$ cat src/rtl/core/stpd_pkg.sv
// Package for the spectral tone peak detector: payload and queue entry types,
// configuration layout, register codes and fixed arithmetic constants.
// No dependencies.
package stpd_pkg;

    localparam int HALF_BINS_DEF   = 2048;
    localparam int QUEUE_DEPTH_DEF = 8;

    localparam int MAG_W   = 48;
    localparam int SMP_W   = 24;
    localparam int FREQ_W  = 12;
    localparam int WORD_W  = 32;
    localparam int COUNT_W = 11;
    localparam int POS_W   = 5;
    localparam int CFG_IDX_W  = 2;
    localparam int CFG_DATA_W = 48;

    // Front pipe depth and the width of its occupancy count
    localparam int FRONT_LAT = 3;
    localparam int INFL_W    = 2;

    // Rounded frequency: floor((t >> 2) / 25) by reciprocal, exact for t < 2**24
    localparam int T_W      = 24;
    localparam int U_W      = 22;
    localparam int RECIP_W  = 23;
    localparam int RECIP_SH = 27;
    localparam int QP_W     = U_W + RECIP_W;
    localparam int Q_W      = QP_W - RECIP_SH;
    localparam logic [RECIP_W-1:0] RECIP      = 23'd5368710;
    localparam logic [T_W-1:0]     FREQ_ROUND = 24'd50;
    localparam logic [Q_W-1:0]     FREQ_MAX   = 18'd4095;

    localparam logic [COUNT_W-1:0] COUNT_MAX = 11'd1024;

    localparam logic [7:0]        BIN_STEP_RST   = 8'd21;
    localparam logic [MAG_W-1:0]  THRESHOLD_RST  = 48'd100000000;
    localparam logic [FREQ_W-1:0] TONE_FLOOR_RST = 12'd190;
    localparam logic [FREQ_W-1:0] TONE_BASE_RST  = 12'd195;

    typedef enum logic [CFG_IDX_W-1:0] {
        CFG_BIN_STEP   = 2'd0,
        CFG_THRESHOLD  = 2'd1,
        CFG_TONE_FLOOR = 2'd2,
        CFG_TONE_BASE  = 2'd3
    } cfg_idx_t;

    typedef struct packed {
        logic signed [SMP_W-1:0] bin_re;
        logic signed [SMP_W-1:0] bin_im;
        logic                    last_bin;
    } item_t;

    typedef struct packed {
        logic [WORD_W-1:0]  tone_word;
        logic [COUNT_W-1:0] peak_count;
        logic [FREQ_W-1:0]  last_tone;
    } result_t;

    typedef struct packed {
        logic [7:0]        bin_step;
        logic [MAG_W-1:0]  level_threshold_sq;
        logic [FREQ_W-1:0] tone_floor;
        logic [FREQ_W-1:0] tone_base;
    } cfg_t;

    // One classified bin as handed from front to back
    typedef struct packed {
        logic [MAG_W-1:0]  mag;
        logic [FREQ_W-1:0] freq;
        logic              det_ok;
        logic              in_word;
        logic [POS_W-1:0]  bit_pos;
        logic              last;
    } entry_t;

    typedef struct packed {
        logic empty;
        logic full;
        logic room;
    } fifo_stat_t;

endpackage

$ cat src/rtl/core/stpd_front.sv
// Front of the peak detector: accepts bins, squares magnitudes, works out the
// rounded bin frequency and classifies it against floor and base.
// Depends on stpd_pkg.
module stpd_front #(
    parameter int HALF_BINS = stpd_pkg::HALF_BINS_DEF
) (
    input  logic                             clk,
    input  logic                             rst_n,
    input  stpd_pkg::cfg_t                   cfg,
    input  logic                             item_valid,
    output logic                             item_ready,
    input  stpd_pkg::item_t                  item,
    input  stpd_pkg::fifo_stat_t             fifo_stat,
    output logic                             push,
    output stpd_pkg::entry_t                 entry,
    output logic [stpd_pkg::INFL_W-1:0]      inflight
);

    localparam int IDX_W = $clog2(HALF_BINS);
    localparam int FP_W  = IDX_W + 8;
    localparam logic [IDX_W-1:0] LAST_IDX = IDX_W'(HALF_BINS - 1);

    logic                         accept;
    logic [IDX_W-1:0]             idx_reg, idx_next;
    logic                         s1_valid_reg, s2_valid_reg, s3_valid_reg;

    logic signed [stpd_pkg::MAG_W-1:0] sq_re, sq_im;
    logic [stpd_pkg::MAG_W-1:0]   sq_re_reg, sq_im_reg;
    logic [FP_W-1:0]              fprod_reg;
    logic                         s1_det_reg, s1_last_reg;

    logic [stpd_pkg::T_W-1:0]     t_val;
    logic [stpd_pkg::QP_W-1:0]    qprod_reg;
    logic [stpd_pkg::MAG_W-1:0]   mag_reg, mag_s3_reg;
    logic                         s2_det_reg, s2_last_reg, s3_det_reg, s3_last_reg;

    logic [stpd_pkg::Q_W-1:0]     quot_reg;
    logic [stpd_pkg::FREQ_W-1:0]  freq;
    logic [stpd_pkg::FREQ_W-1:0]  offset;

    assign item_ready = fifo_stat.room;
    assign accept     = item_valid && item_ready;

    always_comb
    begin
        idx_next = idx_reg;
        if (accept)
        begin
            if (item.last_bin)
                idx_next = '0;
            else if (idx_reg != LAST_IDX)
                idx_next = idx_reg + IDX_W'(1);
        end
    end

    always_ff @(posedge clk or negedge rst_n)
    begin
        if (!rst_n)
        begin
            idx_reg      <= '0;
            s1_valid_reg <= 1'b0;
            s2_valid_reg <= 1'b0;
            s3_valid_reg <= 1'b0;
        end
        else
        begin
            idx_reg      <= idx_next;
            s1_valid_reg <= accept;
            s2_valid_reg <= s1_valid_reg;
            s3_valid_reg <= s2_valid_reg;
        end
    end

    assign sq_re = item.bin_re * item.bin_re;
    assign sq_im = item.bin_im * item.bin_im;
    assign t_val = stpd_pkg::T_W'(fprod_reg >> 1) + stpd_pkg::FREQ_ROUND;

    always_ff @(posedge clk)
    begin
        // stage 1: squares and frequency product of the previous bin
        sq_re_reg   <= sq_re;
        sq_im_reg   <= sq_im;
        fprod_reg   <= FP_W'(idx_reg - IDX_W'(1)) * FP_W'(cfg.bin_step);
        s1_det_reg  <= (idx_reg >= IDX_W'(2));
        s1_last_reg <= item.last_bin;
        // stage 2: magnitude and reciprocal product
        mag_reg     <= sq_re_reg + sq_im_reg;
        qprod_reg   <= stpd_pkg::QP_W'(t_val[stpd_pkg::T_W-1:2])
                       * stpd_pkg::QP_W'(stpd_pkg::RECIP);
        s2_det_reg  <= s1_det_reg;
        s2_last_reg <= s1_last_reg;
        // stage 3
        mag_s3_reg  <= mag_reg;
        quot_reg    <= qprod_reg[stpd_pkg::QP_W-1:stpd_pkg::RECIP_SH];
        s3_det_reg  <= s2_det_reg;
        s3_last_reg <= s2_last_reg;
    end

    // saturate and classify
    assign freq   = (quot_reg > stpd_pkg::FREQ_MAX) ? stpd_pkg::FREQ_W'(stpd_pkg::FREQ_MAX)
                                                    : quot_reg[stpd_pkg::FREQ_W-1:0];
    assign offset = freq - cfg.tone_base;

    always_comb
    begin
        entry.mag     = mag_s3_reg;
        entry.freq    = freq;
        entry.det_ok  = s3_det_reg && (freq > cfg.tone_floor);
        entry.in_word = (freq >= cfg.tone_base) && (offset < stpd_pkg::FREQ_W'(32));
        entry.bit_pos = offset[stpd_pkg::POS_W-1:0];
        entry.last    = s3_last_reg;
    end

    assign push     = s3_valid_reg;
    assign inflight = stpd_pkg::INFL_W'({1'b0, s1_valid_reg}) + stpd_pkg::INFL_W'(s2_valid_reg)
                      + stpd_pkg::INFL_W'(s3_valid_reg);

endmodule

$ cat src/rtl/core/stpd_fifo.sv
// Short queue of classified bins between front and back, with a credit check
// that counts items still in the front pipe.
// Depends on stpd_pkg.
module stpd_fifo #(
    parameter int DEPTH = stpd_pkg::QUEUE_DEPTH_DEF
) (
    input  logic                          clk,
    input  logic                          rst_n,
    input  logic                          push,
    input  stpd_pkg::entry_t              wr_entry,
    input  logic                          pop,
    output stpd_pkg::entry_t              rd_entry,
    input  logic [stpd_pkg::INFL_W-1:0]   inflight,
    output stpd_pkg::fifo_stat_t          stat
);

    localparam int PTR_W = (DEPTH > 1) ? $clog2(DEPTH) : 1;
    localparam int CNT_W = PTR_W + 2;
    localparam logic [PTR_W-1:0] PTR_LAST = PTR_W'(DEPTH - 1);

    stpd_pkg::entry_t     slot_reg [DEPTH];
    logic [PTR_W-1:0]     wr_ptr_reg, rd_ptr_reg;
    logic [CNT_W-1:0]     count_reg, count_next;
    logic                 do_push, do_pop;

    assign do_push = push && !stat.full;
    assign do_pop  = pop && !stat.empty;

    always_comb
    begin
        count_next = count_reg;
        if (do_push && !do_pop)
            count_next = count_reg + CNT_W'(1);
        else if (do_pop && !do_push)
            count_next = count_reg - CNT_W'(1);
    end

    always_ff @(posedge clk or negedge rst_n)
    begin
        if (!rst_n)
        begin
            wr_ptr_reg <= '0;
            rd_ptr_reg <= '0;
            count_reg  <= '0;
        end
        else
        begin
            count_reg <= count_next;
            if (do_push)
                wr_ptr_reg <= (wr_ptr_reg == PTR_LAST) ? '0 : wr_ptr_reg + PTR_W'(1);
            if (do_pop)
                rd_ptr_reg <= (rd_ptr_reg == PTR_LAST) ? '0 : rd_ptr_reg + PTR_W'(1);
        end
    end

    always_ff @(posedge clk)
    begin
        if (do_push)
            slot_reg[wr_ptr_reg] <= wr_entry;
    end

    assign rd_entry   = slot_reg[rd_ptr_reg];
    assign stat.empty = (count_reg == '0);
    assign stat.full  = (count_reg == CNT_W'(DEPTH));
    // hold a place for every item already in the front pipe
    assign stat.room  = ((count_reg + CNT_W'(inflight)) < CNT_W'(DEPTH));

endmodule

$ cat src/rtl/core/stpd_back.sv
// Back of the peak detector: keeps the two previous magnitudes, tests for a
// local maximum, accumulates the frame and holds the result register.
// Depends on stpd_pkg.
module stpd_back (
    input  logic                      clk,
    input  logic                      rst_n,
    input  stpd_pkg::cfg_t            cfg,
    input  stpd_pkg::entry_t          entry,
    input  stpd_pkg::fifo_stat_t      fifo_stat,
    output logic                      pop,
    output logic                      result_valid,
    input  logic                      result_ready,
    output stpd_pkg::result_t         result
);

    logic [stpd_pkg::MAG_W-1:0]   prev_reg, prev2_reg;
    logic [stpd_pkg::WORD_W-1:0]  word_reg, word_next;
    logic [stpd_pkg::COUNT_W-1:0] count_reg, count_next;
    logic [stpd_pkg::FREQ_W-1:0]  last_reg, last_next;
    logic                         result_valid_reg, result_valid_next;
    stpd_pkg::result_t            result_reg;
    logic                         peak;
    logic                         load;

    // a frame end waits until the result register is free
    assign pop  = !fifo_stat.empty
                  && (!entry.last || !result_valid_reg || result_ready);
    assign load = pop && entry.last;

    assign peak = entry.det_ok && (prev2_reg < prev_reg) && (prev_reg > entry.mag)
                  && (prev_reg > cfg.level_threshold_sq);

    always_comb
    begin
        word_next  = word_reg;
        count_next = count_reg;
        last_next  = last_reg;
        if (peak)
        begin
            if (entry.in_word)
                word_next = word_reg | (stpd_pkg::WORD_W'(1) << entry.bit_pos);
            if (count_reg < stpd_pkg::COUNT_MAX)
                count_next = count_reg + stpd_pkg::COUNT_W'(1);
            last_next = entry.freq;
        end
    end

    always_comb
    begin
        result_valid_next = result_valid_reg;
        if (load)
            result_valid_next = 1'b1;
        else if (result_ready)
            result_valid_next = 1'b0;
    end

    always_ff @(posedge clk or negedge rst_n)
    begin
        if (!rst_n)
        begin
            prev_reg         <= '0;
            prev2_reg        <= '0;
            word_reg         <= '0;
            count_reg        <= '0;
            last_reg         <= '0;
            result_valid_reg <= 1'b0;
        end
        else
        begin
            result_valid_reg <= result_valid_next;
            if (pop)
            begin
                if (entry.last)
                begin
                    // clear the frame
                    prev_reg  <= '0;
                    prev2_reg <= '0;
                    word_reg  <= '0;
                    count_reg <= '0;
                    last_reg  <= '0;
                end
                else
                begin
                    prev2_reg <= prev_reg;
                    prev_reg  <= entry.mag;
                    word_reg  <= word_next;
                    count_reg <= count_next;
                    last_reg  <= last_next;
                end
            end
        end
    end

    always_ff @(posedge clk)
    begin
        if (load)
        begin
            result_reg.tone_word  <= word_next;
            result_reg.peak_count <= count_next;
            result_reg.last_tone  <= last_next;
        end
    end

    assign result_valid = result_valid_reg;
    assign result       = result_reg;

endmodule

$ cat src/rtl/core/spectral_tone_peak_detector.sv
// Spectral tone peak detector, top level: configuration registers, front,
// queue and back. Depends on stpd_pkg, stpd_front, stpd_fifo and stpd_back.
// Throughput: one bin per cycle, held by the front pipe credit on the queue.
// Path of the last bin to a valid result: three front stages, the first
// loaded at the accepting edge, then the queue and one result register.
// Reset: asynchronous; registers return to defaults, frame state and queue clear.
module spectral_tone_peak_detector #(
    parameter int HALF_BINS   = stpd_pkg::HALF_BINS_DEF,
    parameter int QUEUE_DEPTH = stpd_pkg::QUEUE_DEPTH_DEF
) (
    input  logic                                clk,
    input  logic                                rst_n,
    input  logic                                cfg_valid,
    output logic                                cfg_ready,
    input  logic [stpd_pkg::CFG_IDX_W-1:0]      cfg_index,
    input  logic [stpd_pkg::CFG_DATA_W-1:0]     cfg_data,
    input  logic                                item_valid,
    output logic                                item_ready,
    input  stpd_pkg::item_t                     item,
    output logic                                result_valid,
    input  logic                                result_ready,
    output stpd_pkg::result_t                   result
);

    stpd_pkg::cfg_t                 cfg_reg;
    stpd_pkg::fifo_stat_t           fifo_stat;
    stpd_pkg::entry_t               push_entry, head_entry;
    logic                           push, pop;
    logic [stpd_pkg::INFL_W-1:0]    inflight;

    assign cfg_ready = 1'b1;

    always_ff @(posedge clk or negedge rst_n)
    begin
        if (!rst_n)
        begin
            cfg_reg.bin_step           <= stpd_pkg::BIN_STEP_RST;
            cfg_reg.level_threshold_sq <= stpd_pkg::THRESHOLD_RST;
            cfg_reg.tone_floor         <= stpd_pkg::TONE_FLOOR_RST;
            cfg_reg.tone_base          <= stpd_pkg::TONE_BASE_RST;
        end
        else if (cfg_valid)
        begin
            unique case (stpd_pkg::cfg_idx_t'(cfg_index))
                stpd_pkg::CFG_BIN_STEP:   cfg_reg.bin_step           <= cfg_data[7:0];
                stpd_pkg::CFG_THRESHOLD:  cfg_reg.level_threshold_sq <= cfg_data;
                stpd_pkg::CFG_TONE_FLOOR: cfg_reg.tone_floor <= cfg_data[stpd_pkg::FREQ_W-1:0];
                stpd_pkg::CFG_TONE_BASE:  cfg_reg.tone_base  <= cfg_data[stpd_pkg::FREQ_W-1:0];
                default:                  cfg_reg <= cfg_reg;
            endcase
        end
    end

    stpd_front #(
        .HALF_BINS (HALF_BINS)
    ) u_front (
        .clk        (clk),
        .rst_n      (rst_n),
        .cfg        (cfg_reg),
        .item_valid (item_valid),
        .item_ready (item_ready),
        .item       (item),
        .fifo_stat  (fifo_stat),
        .push       (push),
        .entry      (push_entry),
        .inflight   (inflight)
    );

    stpd_fifo #(
        .DEPTH (QUEUE_DEPTH)
    ) u_fifo (
        .clk      (clk),
        .rst_n    (rst_n),
        .push     (push),
        .wr_entry (push_entry),
        .pop      (pop),
        .rd_entry (head_entry),
        .inflight (inflight),
        .stat     (fifo_stat)
    );

    stpd_back u_back (
        .clk          (clk),
        .rst_n        (rst_n),
        .cfg          (cfg_reg),
        .entry        (head_entry),
        .fifo_stat    (fifo_stat),
        .pop          (pop),
        .result_valid (result_valid),
        .result_ready (result_ready),
        .result       (result)
    );

    // the credit check must keep the queue from ever overflowing
    a_no_overflow: assert property (@(posedge clk) disable iff (!rst_n)
        push |-> !fifo_stat.full)
        else $error("queue push while full");

    a_count_range: assert property (@(posedge clk) disable iff (!rst_n)
        result_valid |-> (result.peak_count <= stpd_pkg::COUNT_MAX))
        else $error("peak count beyond saturation");

    a_empty_frame: assert property (@(posedge clk) disable iff (!rst_n)
        (result_valid && result.peak_count == '0)
        |-> (result.tone_word == '0 && result.last_tone == '0))
        else $error("frame without peaks reports a tone");

    a_pop_ok: assert property (@(posedge clk) disable iff (!rst_n)
        pop |-> !fifo_stat.empty)
        else $error("pop from empty queue");

endmodule

$ cat config.mk
export PLATFORM = sky130hd
export DESIGN_NAME = spectral_tone_peak_detector
export DESIGN_NICKNAME = d
export VERILOG_FILES = /design/src/rtl/core/stpd_pkg.sv /design/src/rtl/core/stpd_front.sv /design/src/rtl/core/stpd_fifo.sv /design/src/rtl/core/stpd_back.sv /design/src/rtl/core/spectral_tone_peak_detector.sv
export SDC_FILE = /design/constraint.sdc
export NUM_CORES = 2
export LEC_CHECK = 0
export BUFFER_PORTS_ARGS = -buffer_cell sky130_fd_sc_hd__buf_2
export CAP_MARGIN = 0
export CORE_MARGIN = 1.5
export CORE_UTILIZATION = 35
export CTS_BUF_LIST = sky130_fd_sc_hd__clkbuf_2 sky130_fd_sc_hd__clkbuf_4 sky130_fd_sc_hd__clkbuf_8
export CTS_CLUSTER_DIAMETER = 120
export DETAILED_ROUTE_END_ITERATION = 7
export PLACE_DENSITY = 0.47
export SYNTH_ARGS = -nofsm -noshare
export SYNTH_HDL_FRONTEND = slang
export SYNTH_SLANG_ARGS = --single-unit
$ cat constraint.sdc
create_clock -name clk -period 13.5 [get_ports clk]
set_input_delay 0.675 -clock clk [delete_from_list [all_inputs] [get_ports clk]]
set_output_delay 0.675 -clock clk [all_outputs]
set_load 0.05 [all_outputs]
==> run summary <==
The leading cell type by number of instances after synthesis was sky130_fd_sc_hd__inv_1. After clock tree synthesis, the clock-pin slew on the worst setup and hold paths is 60 ps. CTS placed an instance of sky130_fd_sc_hd__clkbuf_8 at the clock tree root. For this run, design rule violations remaining after detail routing come to 0.

Nature of the critical path startpoint: a flop. The flow ran to the end, and the final reports show no timing, DRC or antenna violations. TritonCTS built the clock tree. Proportion of synthesized chip area in sequential cells: 32.2%. The worst hold path terminates at cfg_reg[34]. The run gives 10200 as the number of nets in the finished design. By area the synthesized netlist is led by sky130_fd_sc_hd__fa_1 29%, sky130_fd_sc_hd__edfxtp_1 20%, sky130_fd_sc_hd__ha_1 9.8%, sky130_fd_sc_hd__inv_1 7.2%, sky130_fd_sc_hd__dfrtp_1 6.4%. Once detailed placement completed, the half-perimeter wirelength came to 168000 µm. From left edge to right edge, the die measures 513 µm.

Synthesized netlist cell count: 7881. In the synthesized netlist the dominant register cell turns out to be sky130_fd_sc_hd__edfxtp_1. The number of antenna violations at the first check in global routing is 8, and the starting density of the core is 35.3%. Final antenna-violating net count: 0. The worst register-to-register path begins at u_front.fprod_reg[2]. The register with the most flip-flops in the layout has 544 of them. Data on the critical path is required at its endpoint by 14280 ps. Post-CTS repair changed the size of 0 cells. Setup repair after global routing left no endpoint under its margin.

For this design, the sink count on the clock tree is 1099. In this run, placement finished with an instance count of 11300. Across all register-to-register paths, the minimum setup slack is 5150 ps.

The portion of the clock cycle consumed by the worst path in the final layout was 61.9%. The run gives 2680 as the violation count after the first detailed-routing iteration. The routed wirelength normalized by instance count was 19.1 µm.

The number of warnings reported in the yosys synthesis log came out at 0. By count the netlist is led by 1743 x sky130_fd_sc_hd__inv_1, 1302 x sky130_fd_sc_hd__fa_1, 710 x sky130_fd_sc_hd__ha_1, 599 x sky130_fd_sc_hd__edfxtp_1, 598 x sky130_fd_sc_hd__nand2_1. For the pin with the worst max-slew slack, the measured transition is 1160 ps.

Global routing used 17.3% of the available tracks across all layers. The top achievable clock speed was 0.120 GHz. The mean instance size in the synthesized netlist is 11.5 µm². Counting flops and latches in the post-synthesis netlist gives 1099. The logs give 3 for the number of buffers between clock root and the deepest sink and 0 for the final count of negative-setup-slack endpoints.

In this run the most critical hold path is launched from cfg_data[10]. The hold violation count in the final report came out at 0. Pin placement for this block handled 162 I/O pins.

Using the TritonRoute via totals, the vias-per-cell ratio works out to 4.78. The post-layout instance count excluding filler cells is 11700. Entering global routing, the biggest net connects 112 pins.

The worst min-delay path class is in -> reg. The final route contains 55800 vias. The fraction of registers with async set or reset after synthesis is 23.4%. At the worst endpoint, the arrival time is 9140 ps. The area fraction of the dominant cell type after synthesis came out at 28.7%. The H-tree was split into 4 levels. First-pass iteration count of the detailed router: 7. TritonCTS created 192 clock buffers. After detailed routing, the total wire length is 223000 µm. The later pin in the worst-skew pair is clocked with a latency of 910 ps.

Cells fill 38.9% of the core in the end. The synthesized netlist contains 81 unique library cells. The largest total area in the synthesized netlist belongs to sky130_fd_sc_hd__fa_1. The category of the most critical setup path was reg -> reg. From synthesis to final layout, the design area changed by 10.1%.

Slowest stage cell on the critical path: sky130_fd_sc_hd__xor2_1. The cell count of the worst hold path came out at 2. The tool flagged a number of max-cap violations equal to 0.

The first global-routing pass estimated 355000 µm of wire. Via count of the first global-routing pass: 62200. The logs give 62.3 ps for the worst clock skew and 0 for the total global routing overflow.

For the area of the placeable core, the log shows 258000 µm². The number of placement rows is 186, and the depth of the worst register-to-register path is 27. The delay of the slowest critical-path stage came out at 650 ps.

The count of buffers added on input and output ports is 160. For the headroom to the max-slew limit, the log shows 21.8%. In this design, the critical path's most frequently occurring cell is sky130_fd_sc_hd__fa_1.

Across all setup checks in the final design, the least slack found is 5150 ps. Of the cells placed in the final design, the portion with a size suffix greater than 1 is 10.3%. The endpoint identified for the worst register-to-register timing path is u_front.qprod_reg[40]. The die is 513 µm tall. The final max-slew violation count was 0; the worst setup slack after placement was 4870 ps.

The run gives 0 ps as the sum of negative setup slack. The congestion estimate from routability-driven global placement came to 0.826. Summing every instance area after synthesis gives 91000 µm². Along the worst path, the maximum fanout reaches 9.

The post-synth net total is 9997. The routed design could run at a clock period as short as 8350 ps. The full die area is 263000 µm², and the number of flops mapped to enable cells by yosys is 599.

The tools report the endpoint kind of the worst setup timing path as a flop.
[how the worst max path moves through the flow]
stage / end / slack, ps / startpoint / cells past startpoint
final: u_front.qprod_reg[40] / 5150 / u_front.fprod_reg[2] / 27
after global routing: u_front.qprod_reg[40] / 4450 / u_front.fprod_reg[2] / 27
after CTS: u_front.qprod_reg[40] / 5040 / u_front.fprod_reg[2] / 27
after detailed placement: u_front.sq_re_reg[46] / 4870 / item[48] / 23
after global placement: u_front.sq_re_reg[46] / 4980 / item[48] / 23
after floorplan: u_fifo.slot_reg[0][0] / 5650 / u_fifo.count_reg[0] / 4
[kinds of logic after synthesis]
group,Yosys count,synth area share (%)
muxes,296,5.26
AOI/OAI and AO/OA,854,6.15
xor gates and xnor gates,241,2.32
other,1,0.00412
DFF,1099,32.2
and+or+nand+nor,1417,7.49
adders and majority gates,2012,38.4
buffers and inverters,1961,8.14
[layout make-up]
class                           instances  area, µm²
Fill cell                           25100     157000
Multi-Input combinational cell       4821      54300
Sequential cell                      1099      29300
Inverter                             1744       6550
Tap cell                             3384       4230
Clock buffer                          301       3610
Timing Repair Buffer                  251       1600
Clock inverter                         59        549
Antenna cell                            3       7.51
[metal layers]
metal / wire length (µm) / GRT usage (%) / vias to the layer above / share of wire (%)
li1: - / - / 25900 / -
met2: 106000 / 29.1 / 965 / 48
met5: 12 / 0 / - / 0.0054
met3: 7590 / 1.81 / 252 / 3.4
met1: 105000 / 24.1 / 28700 / 47
met4: 3900 / 3.63 / 2 / 1.8
[metrics by stage]
step                      cell area (µm²)  hold WS, ps
after floorplan                     91000          310
after global placement              95600          312
after detailed placement            95600          312
after CTS                          100000         5.32
after global routing               100000         39.6
final                              100000          107
[cells in the final DEF, fill, tap and decap left out, types with 72 or more instances in the layout]
| master | Yosys | layout |
|---|---|---|
| sky130_fd_sc_hd__dfxtp_1 | 243 | 243 |
| sky130_fd_sc_hd__xor2_1 | 77 | 77 |
| sky130_fd_sc_hd__nand3_1 | 72 | 72 |
| sky130_fd_sc_hd__and2_1 | 231 | 231 |
| sky130_fd_sc_hd__dfrtp_1 | 232 | 229 |
| sky130_fd_sc_hd__edfxtp_1 | 599 | 599 |
| sky130_fd_sc_hd__nand2_1 | 598 | 597 |
| sky130_fd_sc_hd__buf_2 | 20 | 159 |
| sky130_fd_sc_hd__a21oi_1 | 193 | 193 |
| sky130_fd_sc_hd__clkbuf_4 | 0 | 85 |
| sky130_fd_sc_hd__ha_1 | 710 | 710 |
| sky130_fd_sc_hd__inv_1 | 1743 | 1742 |
| sky130_fd_sc_hd__xnor2_1 | 164 | 164 |
| sky130_fd_sc_hd__mux4_2 | 136 | 136 |
| sky130_fd_sc_hd__o21ai_0 | 179 | 179 |
| sky130_fd_sc_hd__mux2_2 | 93 | 93 |
| sky130_fd_sc_hd__a21o_1 | 166 | 166 |
| sky130_fd_sc_hd__fa_1 | 1302 | 1302 |
| sky130_fd_sc_hd__clkbuf_8 | 0 | 216 |
| sky130_fd_sc_hd__nor2_1 | 169 | 166 |
| sky130_fd_sc_hd__nor2b_1 | 82 | 82 |
[critical path: cells and delay by family (launching register included)]
family	cells	cell delay (ps)
adders and majority gates	8	3310
AOI/OAI and AO/OA	11	3090
xor gates and xnor gates	3	990
and+or+nand+nor	2	400
DFF	1	310
buffers and inverters	3	150
[repair_timing]
item,4_1_cts,5_1_grt
hold buffers,39,0
buffers inserted,0,0
endpoints found under the hold margin,141,0
Power is left out: the tool's default activity adds up to more than one toggle a clock period on the data nets, which glitch-free logic cannot reach.
